==> config.mk <==
export PLATFORM = sky130hd
export DESIGN_NAME = bounded_position_history
export DESIGN_NICKNAME = d
export VERILOG_FILES = /design/src/sv/bph_pkg.sv /design/src/sv/bph_store.sv /design/src/sv/bph_nav.sv /design/src/sv/bounded_position_history.sv
export SDC_FILE = /design/constraint.sdc
export NUM_CORES = 2
export LEC_CHECK = 0
export BUFFER_PORTS_ARGS = -buffer_cell sky130_fd_sc_hd__buf_4
export CORE_MARGIN = 2
export CORE_UTILIZATION = 45
export DETAILED_ROUTE_END_ITERATION = 10
export GPL_TIMING_DRIVEN = 0
export PLACE_DENSITY = 0.69
export SLEW_MARGIN = 20
export SYNTH_ARGS = -nofsm -noshare
export SYNTH_HDL_FRONTEND = slang
export SYNTH_SLANG_ARGS = --single-unit
==> constraint.sdc <==
create_clock -name clk -period 6.1 [get_ports clk]
set_input_delay 0.61 -clock clk [delete_from_list [all_inputs] [get_ports clk]]
set_output_delay 0.61 -clock clk [all_outputs]
set_load 0.03 [all_outputs]
==> src/sv/bph_pkg.sv <==
// ----------------------------------------------------------------------------
// bph_pkg
// types and constants shared by the position history modules
// ----------------------------------------------------------------------------
`default_nettype none

package bph_pkg;

  localparam int POS_W   = 31;
  localparam int LIMIT_W = 8;

  localparam logic [LIMIT_W-1:0] LIMIT_RESET = 8'd100;

  typedef enum logic [1:0] {
    OP_SAVE  = 2'd0,
    OP_BACK  = 2'd1,
    OP_FWD   = 2'd2,
    OP_CLEAR = 2'd3
  } op_t;

  // control strobes from the navigation logic to the entry store
  typedef struct packed {
    logic wr_en;
    logic rd_en;
  } store_ctl_t;

endpackage

`default_nettype wire

==> src/sv/bph_store.sv <==
// ----------------------------------------------------------------------------
// bph_store
// ring store of saved positions, one write and one registered read port
// ----------------------------------------------------------------------------
`default_nettype none

module bph_store #(
  parameter int STORE_DEPTH = 128,
  parameter int SLOT_W      = $clog2(STORE_DEPTH)
) (
  input  wire                            clk,
  input  wire bph_pkg::store_ctl_t       ctl,
  input  wire [SLOT_W-1:0]               wr_addr,
  input  wire [bph_pkg::POS_W-1:0]       wr_data,
  input  wire [SLOT_W-1:0]               rd_addr,
  output logic [bph_pkg::POS_W-1:0]      rd_data
);
  import bph_pkg::*;

  logic [POS_W-1:0] mem [STORE_DEPTH];

  always_ff @(posedge clk) begin
    if (ctl.wr_en) begin
      mem[wr_addr] <= wr_data;
    end
  end

  always_ff @(posedge clk) begin
    if (ctl.rd_en) begin
      rd_data <= mem[rd_addr];
    end
  end

endmodule

`default_nettype wire

==> src/sv/bph_nav.sv <==
// ----------------------------------------------------------------------------
// bph_nav
// history state, neighbor cache and single-pass update for one item
// ----------------------------------------------------------------------------
`default_nettype none

module bph_nav #(
  parameter int STORE_DEPTH = 128,
  parameter int SLOT_W      = $clog2(STORE_DEPTH)
) (
  input  wire                            clk,
  input  wire                            rst,
  input  wire                            step,
  input  wire bph_pkg::op_t              op,
  input  wire [bph_pkg::POS_W-1:0]       pos,
  input  wire [bph_pkg::LIMIT_W-1:0]     limit,
  input  wire [bph_pkg::POS_W-1:0]       rd_data,
  output logic                           res_valid,
  output logic [bph_pkg::POS_W-1:0]      res_pos,
  output bph_pkg::store_ctl_t            store_ctl,
  output logic [SLOT_W-1:0]              wr_addr,
  output logic [bph_pkg::POS_W-1:0]      wr_data,
  output logic [SLOT_W-1:0]              rd_addr
);
  import bph_pkg::*;

  localparam int CNT_W = $clog2(STORE_DEPTH + 1);
  localparam int CMP_W = (CNT_W + 1 > LIMIT_W) ? CNT_W + 1 : LIMIT_W;

  localparam logic [CNT_W:0]   DEPTH_C   = (CNT_W + 1)'(STORE_DEPTH);
  localparam logic [CNT_W:0]   ONE_C     = (CNT_W + 1)'(1);
  localparam logic [CNT_W:0]   TWO_C     = (CNT_W + 1)'(2);
  localparam logic [CNT_W:0]   ZERO_C    = '0;
  localparam logic [CMP_W-1:0] LIM_MAX_C = CMP_W'(STORE_DEPTH);
  localparam logic [CMP_W-1:0] LIM_MIN_C = CMP_W'(1);

  // ring index arithmetic: a is a slot, b is at most the depth plus one
  function automatic logic [SLOT_W-1:0] slot_add(input logic [SLOT_W-1:0] a,
                                                  input logic [CNT_W:0] b);
    logic [CNT_W:0] sum;
    sum = (CNT_W + 1)'(a) + b;
    if (sum >= DEPTH_C) begin
      sum = sum - DEPTH_C;
    end
    return sum[SLOT_W-1:0];
  endfunction

  logic [CNT_W-1:0]  count;
  logic [CNT_W-1:0]  count_next;
  logic [SLOT_W-1:0] offset;
  logic [SLOT_W-1:0] offset_next;
  logic [SLOT_W-1:0] oldest;
  logic [SLOT_W-1:0] oldest_next;
  logic [POS_W-1:0]  cur_value;
  logic [POS_W-1:0]  cur_value_next;
  logic [POS_W-1:0]  prev_value;
  logic [POS_W-1:0]  prev_value_next;
  logic [POS_W-1:0]  next_value;
  logic [POS_W-1:0]  next_value_next;
  logic              prev_pend;
  logic              prev_pend_next;
  logic              next_pend;
  logic              next_pend_next;

  logic              has_entries;
  logic [POS_W-1:0]  prev_eff;
  logic [POS_W-1:0]  next_eff;
  logic [CNT_W:0]    off_w;
  logic [CNT_W:0]    cnt_w;
  logic [CMP_W-1:0]  lim_ext;
  logic [CNT_W:0]    eff_lim;
  logic              can_back;
  logic              can_fwd;
  logic              save_skip;
  logic [CNT_W:0]    base;
  logic [CNT_W:0]    new_cnt;
  logic              drop;
  logic [CNT_W:0]    save_cnt;

  assign has_entries = (count != '0);
  // neighbor values come from the store's read register in the cycle after their read
  assign prev_eff    = prev_pend ? rd_data : prev_value;
  assign next_eff    = next_pend ? rd_data : next_value;
  assign off_w       = (CNT_W + 1)'(offset);
  assign cnt_w       = (CNT_W + 1)'(count);

  always_comb begin
    lim_ext = CMP_W'(limit);
    if (lim_ext < LIM_MIN_C) begin
      lim_ext = LIM_MIN_C;
    end else if (lim_ext > LIM_MAX_C) begin
      lim_ext = LIM_MAX_C;
    end
  end
  assign eff_lim = (CNT_W + 1)'(lim_ext);

  assign can_back  = has_entries && (offset != '0);
  assign can_fwd   = has_entries && ((off_w + ONE_C) < cnt_w);
  assign save_skip = has_entries && (cur_value == pos);

  // entries after the current one are discarded before the append
  assign base     = has_entries ? off_w + ONE_C : ZERO_C;
  assign new_cnt  = base + ONE_C;
  assign drop     = new_cnt > eff_lim;
  assign save_cnt = drop ? eff_lim : new_cnt;

  always_comb begin
    count_next      = count;
    offset_next     = offset;
    oldest_next     = oldest;
    cur_value_next  = cur_value;
    prev_value_next = prev_value;
    next_value_next = next_value;
    prev_pend_next  = prev_pend;
    next_pend_next  = next_pend;
    res_valid       = 1'b0;
    res_pos         = prev_eff;
    store_ctl       = '0;
    wr_addr         = slot_add(oldest, base);
    wr_data         = pos;
    rd_addr         = slot_add(oldest, off_w + TWO_C);
    if (step) begin
      unique case (op)
        OP_SAVE: begin
          if (!save_skip) begin
            store_ctl.wr_en = 1'b1;
            count_next      = save_cnt[CNT_W-1:0];
            offset_next     = SLOT_W'(save_cnt - ONE_C);
            oldest_next     = drop ? slot_add(oldest, new_cnt - eff_lim) : oldest;
            cur_value_next  = pos;
            prev_value_next = cur_value;
            prev_pend_next  = 1'b0;
            next_pend_next  = 1'b0;
          end
        end
        OP_BACK: begin
          if (can_back) begin
            res_valid       = 1'b1;
            res_pos         = prev_eff;
            offset_next     = offset - SLOT_W'(1);
            cur_value_next  = prev_eff;
            next_value_next = cur_value;
            next_pend_next  = 1'b0;
            prev_pend_next  = off_w >= TWO_C;
            store_ctl.rd_en = off_w >= TWO_C;
            rd_addr         = slot_add(oldest, off_w - TWO_C);
          end
        end
        OP_FWD: begin
          if (can_fwd) begin
            res_valid       = 1'b1;
            res_pos         = next_eff;
            offset_next     = offset + SLOT_W'(1);
            cur_value_next  = next_eff;
            prev_value_next = cur_value;
            prev_pend_next  = 1'b0;
            next_pend_next  = (off_w + TWO_C) < cnt_w;
            store_ctl.rd_en = (off_w + TWO_C) < cnt_w;
            rd_addr         = slot_add(oldest, off_w + TWO_C);
          end
        end
        OP_CLEAR: begin
          count_next     = '0;
          offset_next    = '0;
          oldest_next    = '0;
          prev_pend_next = 1'b0;
          next_pend_next = 1'b0;
        end
        default: begin
        end
      endcase
    end
  end

  always_ff @(posedge clk) begin
    if (rst) begin
      count     <= '0;
      offset    <= '0;
      oldest    <= '0;
      prev_pend <= 1'b0;
      next_pend <= 1'b0;
    end else begin
      count     <= count_next;
      offset    <= offset_next;
      oldest    <= oldest_next;
      prev_pend <= prev_pend_next;
      next_pend <= next_pend_next;
    end
  end

  always_ff @(posedge clk) begin
    cur_value  <= cur_value_next;
    prev_value <= prev_value_next;
    next_value <= next_value_next;
  end

endmodule

`default_nettype wire

==> src/sv/bounded_position_history.sv <==
// a result of a back or forward passes through the item register, then the result register
// throughput: one item per cycle while the result register drains; a stalled
//   result holds the item register, and with it the input
// the current entry and its two neighbors sit in registers, so a neighbor read
//   from the store lands in its read register before the next item needs it
// reset empties the history and sets the limit to 100; no clearing pass
// ----------------------------------------------------------------------------
// bounded_position_history
// back/forward history of saved positions kept in a bounded ring store
// ----------------------------------------------------------------------------
`default_nettype none

module bounded_position_history #(
  parameter int STORE_DEPTH = 128
) (
  input  wire                            clk,
  input  wire                            rst,
  input  wire                            history_limit_we,
  input  wire [bph_pkg::LIMIT_W-1:0]     history_limit,
  input  wire                            in_valid,
  output logic                           in_ready,
  input  wire [1:0]                      operation,
  input  wire [bph_pkg::POS_W-1:0]       position,
  output logic                           out_valid,
  input  wire                            out_ready,
  output logic [bph_pkg::POS_W-1:0]      recalled_position
);
  import bph_pkg::*;

  localparam int SLOT_W = $clog2(STORE_DEPTH);

  logic [LIMIT_W-1:0] hist_limit;
  logic               item_valid;
  op_t                item_op;
  logic [POS_W-1:0]   item_pos;
  logic               proceed;
  logic               res_valid;
  logic [POS_W-1:0]   res_pos;
  store_ctl_t         store_ctl;
  logic [SLOT_W-1:0]  wr_addr;
  logic [POS_W-1:0]   wr_data;
  logic [SLOT_W-1:0]  rd_addr;
  logic [POS_W-1:0]   rd_data;

  always_ff @(posedge clk) begin
    if (rst) begin
      hist_limit <= LIMIT_RESET;
    end else if (history_limit_we) begin
      hist_limit <= history_limit;
    end
  end

  // the item register advances only when the result register can take a result
  assign proceed  = item_valid && (!out_valid || out_ready);
  assign in_ready = !item_valid || proceed;

  always_ff @(posedge clk) begin
    if (rst) begin
      item_valid <= 1'b0;
    end else if (in_ready) begin
      item_valid <= in_valid;
    end
  end

  always_ff @(posedge clk) begin
    if (in_valid && in_ready) begin
      item_op  <= op_t'(operation);
      item_pos <= position;
    end
  end

  bph_nav #(
    .STORE_DEPTH (STORE_DEPTH),
    .SLOT_W      (SLOT_W)
  ) u_nav (
    .clk       (clk),
    .rst       (rst),
    .step      (proceed),
    .op        (item_op),
    .pos       (item_pos),
    .limit     (hist_limit),
    .rd_data   (rd_data),
    .res_valid (res_valid),
    .res_pos   (res_pos),
    .store_ctl (store_ctl),
    .wr_addr   (wr_addr),
    .wr_data   (wr_data),
    .rd_addr   (rd_addr)
  );

  bph_store #(
    .STORE_DEPTH (STORE_DEPTH),
    .SLOT_W      (SLOT_W)
  ) u_store (
    .clk     (clk),
    .ctl     (store_ctl),
    .wr_addr (wr_addr),
    .wr_data (wr_data),
    .rd_addr (rd_addr),
    .rd_data (rd_data)
  );

  always_ff @(posedge clk) begin
    if (rst) begin
      out_valid <= 1'b0;
    end else if (proceed && res_valid) begin
      out_valid <= 1'b1;
    end else if (out_ready) begin
      out_valid <= 1'b0;
    end
  end

  always_ff @(posedge clk) begin
    if (proceed && res_valid) begin
      recalled_position <= res_pos;
    end
  end

endmodule

`default_nettype wire

==> results.cfg <==
[status]
status = complete, but fails checks
violations = negative setup slack

[synthesis]
ys_ff_latch = 4190
syn_area_per_cell_um2 = 19.9
synthCells = 8212
synth_commonest_cells = 4156 x edfxtp_1, 992 x mux4_2, 912 x nand2_1
yosys_warnings = 0
synth_edf_count = 4156
synth.area.top_cells = edfxtp_1 76%, mux4_2 14%, nand2_1 2.1%
async_reset_ff_share_pct = 0
synth_seq_area_share_pct = 76.7
synth.most_common_cell = edfxtp_1
syn-cell-area_um2 = 164000
yosys.area.top_type = edfxtp_1
netlist.area_leader.share_pct = 76.3
syn_nets = 8328
ys_types = 66
synth_flop_cell = edfxtp_1

[worst_hold_path]
holdPathEnd = u_nav.oldest[1]
hold_path_depth = 2
min_from = rst
hold_path.class = in -> reg

[cts]
htreeDepth = 5
cts_num_sinks = 4190
cts_buffers = 415
ctsRootBufferMaster = clkbuf_16
clockBufferDepth = 4
cts_tree = built
clk_pin_slew_ns = 0.06
insertion_delay_ns = 0.99

[layout]
post-route-cell-area_um2 = 193000
num-nets-final = 9257
instances_no_fill = 14300
nFillCells = 26900
drive_gt1_share_pct = 26.1
syn2layout_area_growth_pct = 17.7

[global_route]
grt_usage_pct = 24.7
grt_pass1_vias = 86600
grt_pass1_wl_mm = 644
overflow = 0
grt_max_degree = 32
antenna_found_initial = 30

[die]
core_region_area_um2 = 362000
die_area_um2 = 368000
die_h_um = 607
die_w_um = 607
start_util_pct = 45.2
num_rows = 221
pin_count = 79

[power]
powerDensity_nw_per_um2 = 333
p_leak_nw = 60.1
finalPower_mw = 64.0
max-vdd-ir-drop_mv = 0.261

[detailed_routing]
drt-initial-drc-count = 13100
drtPass1Iterations = 6
wl_per_cell_um = 32.1
vias_per_cell = 6.14
postRouteAntennaNets = 0
vias = 88000
drc = 0
wirelength_mm = 459

[placed_design]
hpwl_mm = 322
place_area_um2 = 179000
dp_cells = 13500
gp_congestion = 1.14
portBuffers = 77

[worst_setup_path]
worstSetupEndpointType = flop
cp.required_ns = 6.84
critical_path.max_fanout = 10
reg2reg_depth = 13
cp.arrival_ns = 7.03
critPathLaunchType = flop
r2r_slack_ns = -0.19
reg2reg_to = u_store.rd_data[30]
path_class = reg -> reg
worst_r2r_startpoint = u_nav.offset[1]

[sta]
fin_skew_ns = 0.0689
worst_pin_slew_ns = 1.34
grt_setup_unrepaired = true
slew_headroom_pct = 10.6
fmax_mhz = 159
fin_hold_ws_ns = 0.0661
fin_crit_ns = 6.29
setup_slack_ns = -0.189
finalCritPeriodShare_pct = 103
slew_viol_final = 0
hold_viol = 0
fin_tns_setup_ns = -3.09
setup_violations = 95

[run]
drv_cap = 0
-- through the flow --
| step | utilization [%] | setup WS (ns) |
|---|---|---|
| global placement | 47.0 | -5.06 |
| finish | 53.2 | -0.189 |
| floorplan | - | 0.703 |
| detailed placement | 49.3 | -0.713 |
| CTS | 53.1 | 0.0189 |
| global route | 53.2 | -0.0955 |
-- kinds of logic (layout without fill, tap and decap cells) --
| family | count (synthesis) | in the layout | synth area share [%] |
|---|---|---|---|
| DFF | 4190 | 4190 | 76.7 |
| buffers and inverters | 485 | 1762 | 1.18 |
| and+or+nand+nor | 1787 | 1787 | 4.67 |
| AOI/OAI and AO/OA | 426 | 426 | 1.54 |
| other | 0 | 37 | 0 |
| adders and majority gates | 70 | 70 | 0.577 |
| muxes | 1169 | 1169 | 14.9 |
| xor gates and xnor gates | 85 | 85 | 0.460 |
-- layout make-up --
class	instances	area (um^2)	area share [%]
antenna	37	92.6	0.0481
buffer	444	1850	0.960
clock buffer	516	11000	5.70
clock inverter	249	2060	1.07
inverter	41	154	0.0799
multi-input combinational	3537	37600	19.5
sequential	4190	125000	65.2
tap	4794	6000	3.11
timing repair buffer	512	8350	4.34
-- worst max-delay path, stage by stage, from the launching register on --
cell	delay (ns)
dfxtp_1	0.58
inv_1	0.28
ha_1	0.43
ha_1	0.39
nor2b_1	0.21
o22ai_1	0.12
xnor2_1	0.67
mux2i_2	0.41
buf_2	0.42
nand2_1	0.39
clkbuf_1	0.48
a21oi_1	0.27
nor4_2	0.97
and3_1	0.44
-- placed cells by master (no fill, tap or decap), drive strengths merged, types with 4 or more instances in the layout --
cell and count:
edfxtp 4156, mux4 992, nand2 912, clkbuf 866, buf 562, nand3 449, nor2 284, a21oi 262
clkinv 195, mux2 131, ha 61, inv 55, xor2 54, mux2i 46, dlygate4sd3 43, nor4 43
diode 37, o22ai 36, dfxtp 34, and3 33, xnor2 31, a22oi 30, bufinv 25, nor2b 18
a211oi 16, a21o 15, nor3 15, clkinvlp 15, o21ai 13, o221ai 12, o21a 10, fa 9
or2 7, nand2b 6, o21bai 5, a31oi 5, and2 4, or3 4
-- where the power goes --
part / switching (mW) / total [mW] / internal [mW]
Sequential: 0.0995 / 32.1 / 32.0
Clock: 10.9 / 24.7 / 13.8
Combinational: 4.83 / 7.25 / 2.42
Total: 15.8 / 64.0 / 48.2
-- registers in the layout (all words and copies together), names as in the netlist, 2 cells and up --
register / flops
u_store.mem: 3968
item_pos: 31
recalled_position: 31
u_nav.cur_value: 31
u_nav.next_value: 31
u_nav.prev_value: 31
u_store.rd_data: 31
hist_limit: 8
u_nav.count: 8
u_nav.offset: 7
u_nav.oldest: 7
item_op: 2
-- metal layers --
layer	routed length, um	global-route usage [%]	vias up
li1	-	-	35300
met1	168000	32.9	46000
met2	215000	38.5	5682
met3	52000	5.95	942
met4	23700	11.9	16
met5	121	0	-
-- worst max path at each step --
stage	startpoint	end	slack (ns)	cells after the start
2_1_floorplan	item_pos[28]	u_nav.prev_value[0]	0.70	7
3_3_place_gp	item_pos[11]	u_store.mem[88][11]	-5.06	9
3_5_place_dp	item_pos[17]	u_store.mem[45][16]	-0.71	14
4_1_cts	u_nav.offset[1]	u_store.rd_data[5]	0.02	14
5_1_grt	item_op[1]	u_store.rd_data[15]	-0.1	15
6_report	u_nav.offset[1]	u_store.rd_data[30]	-0.19	13
-- timing repair --
item | CTS | global route
pin swaps | 0 | 7
setup endpoints to repair | 2711 | 1072
gates resized for setup | 25 | 32
hold buffers | 43 | 0
setup buffers | 0 | 16
endpoints found under the hold margin | 42 | 0
cloned | 0 | 0
Note: power is estimated with default switching activity, not from simulation.
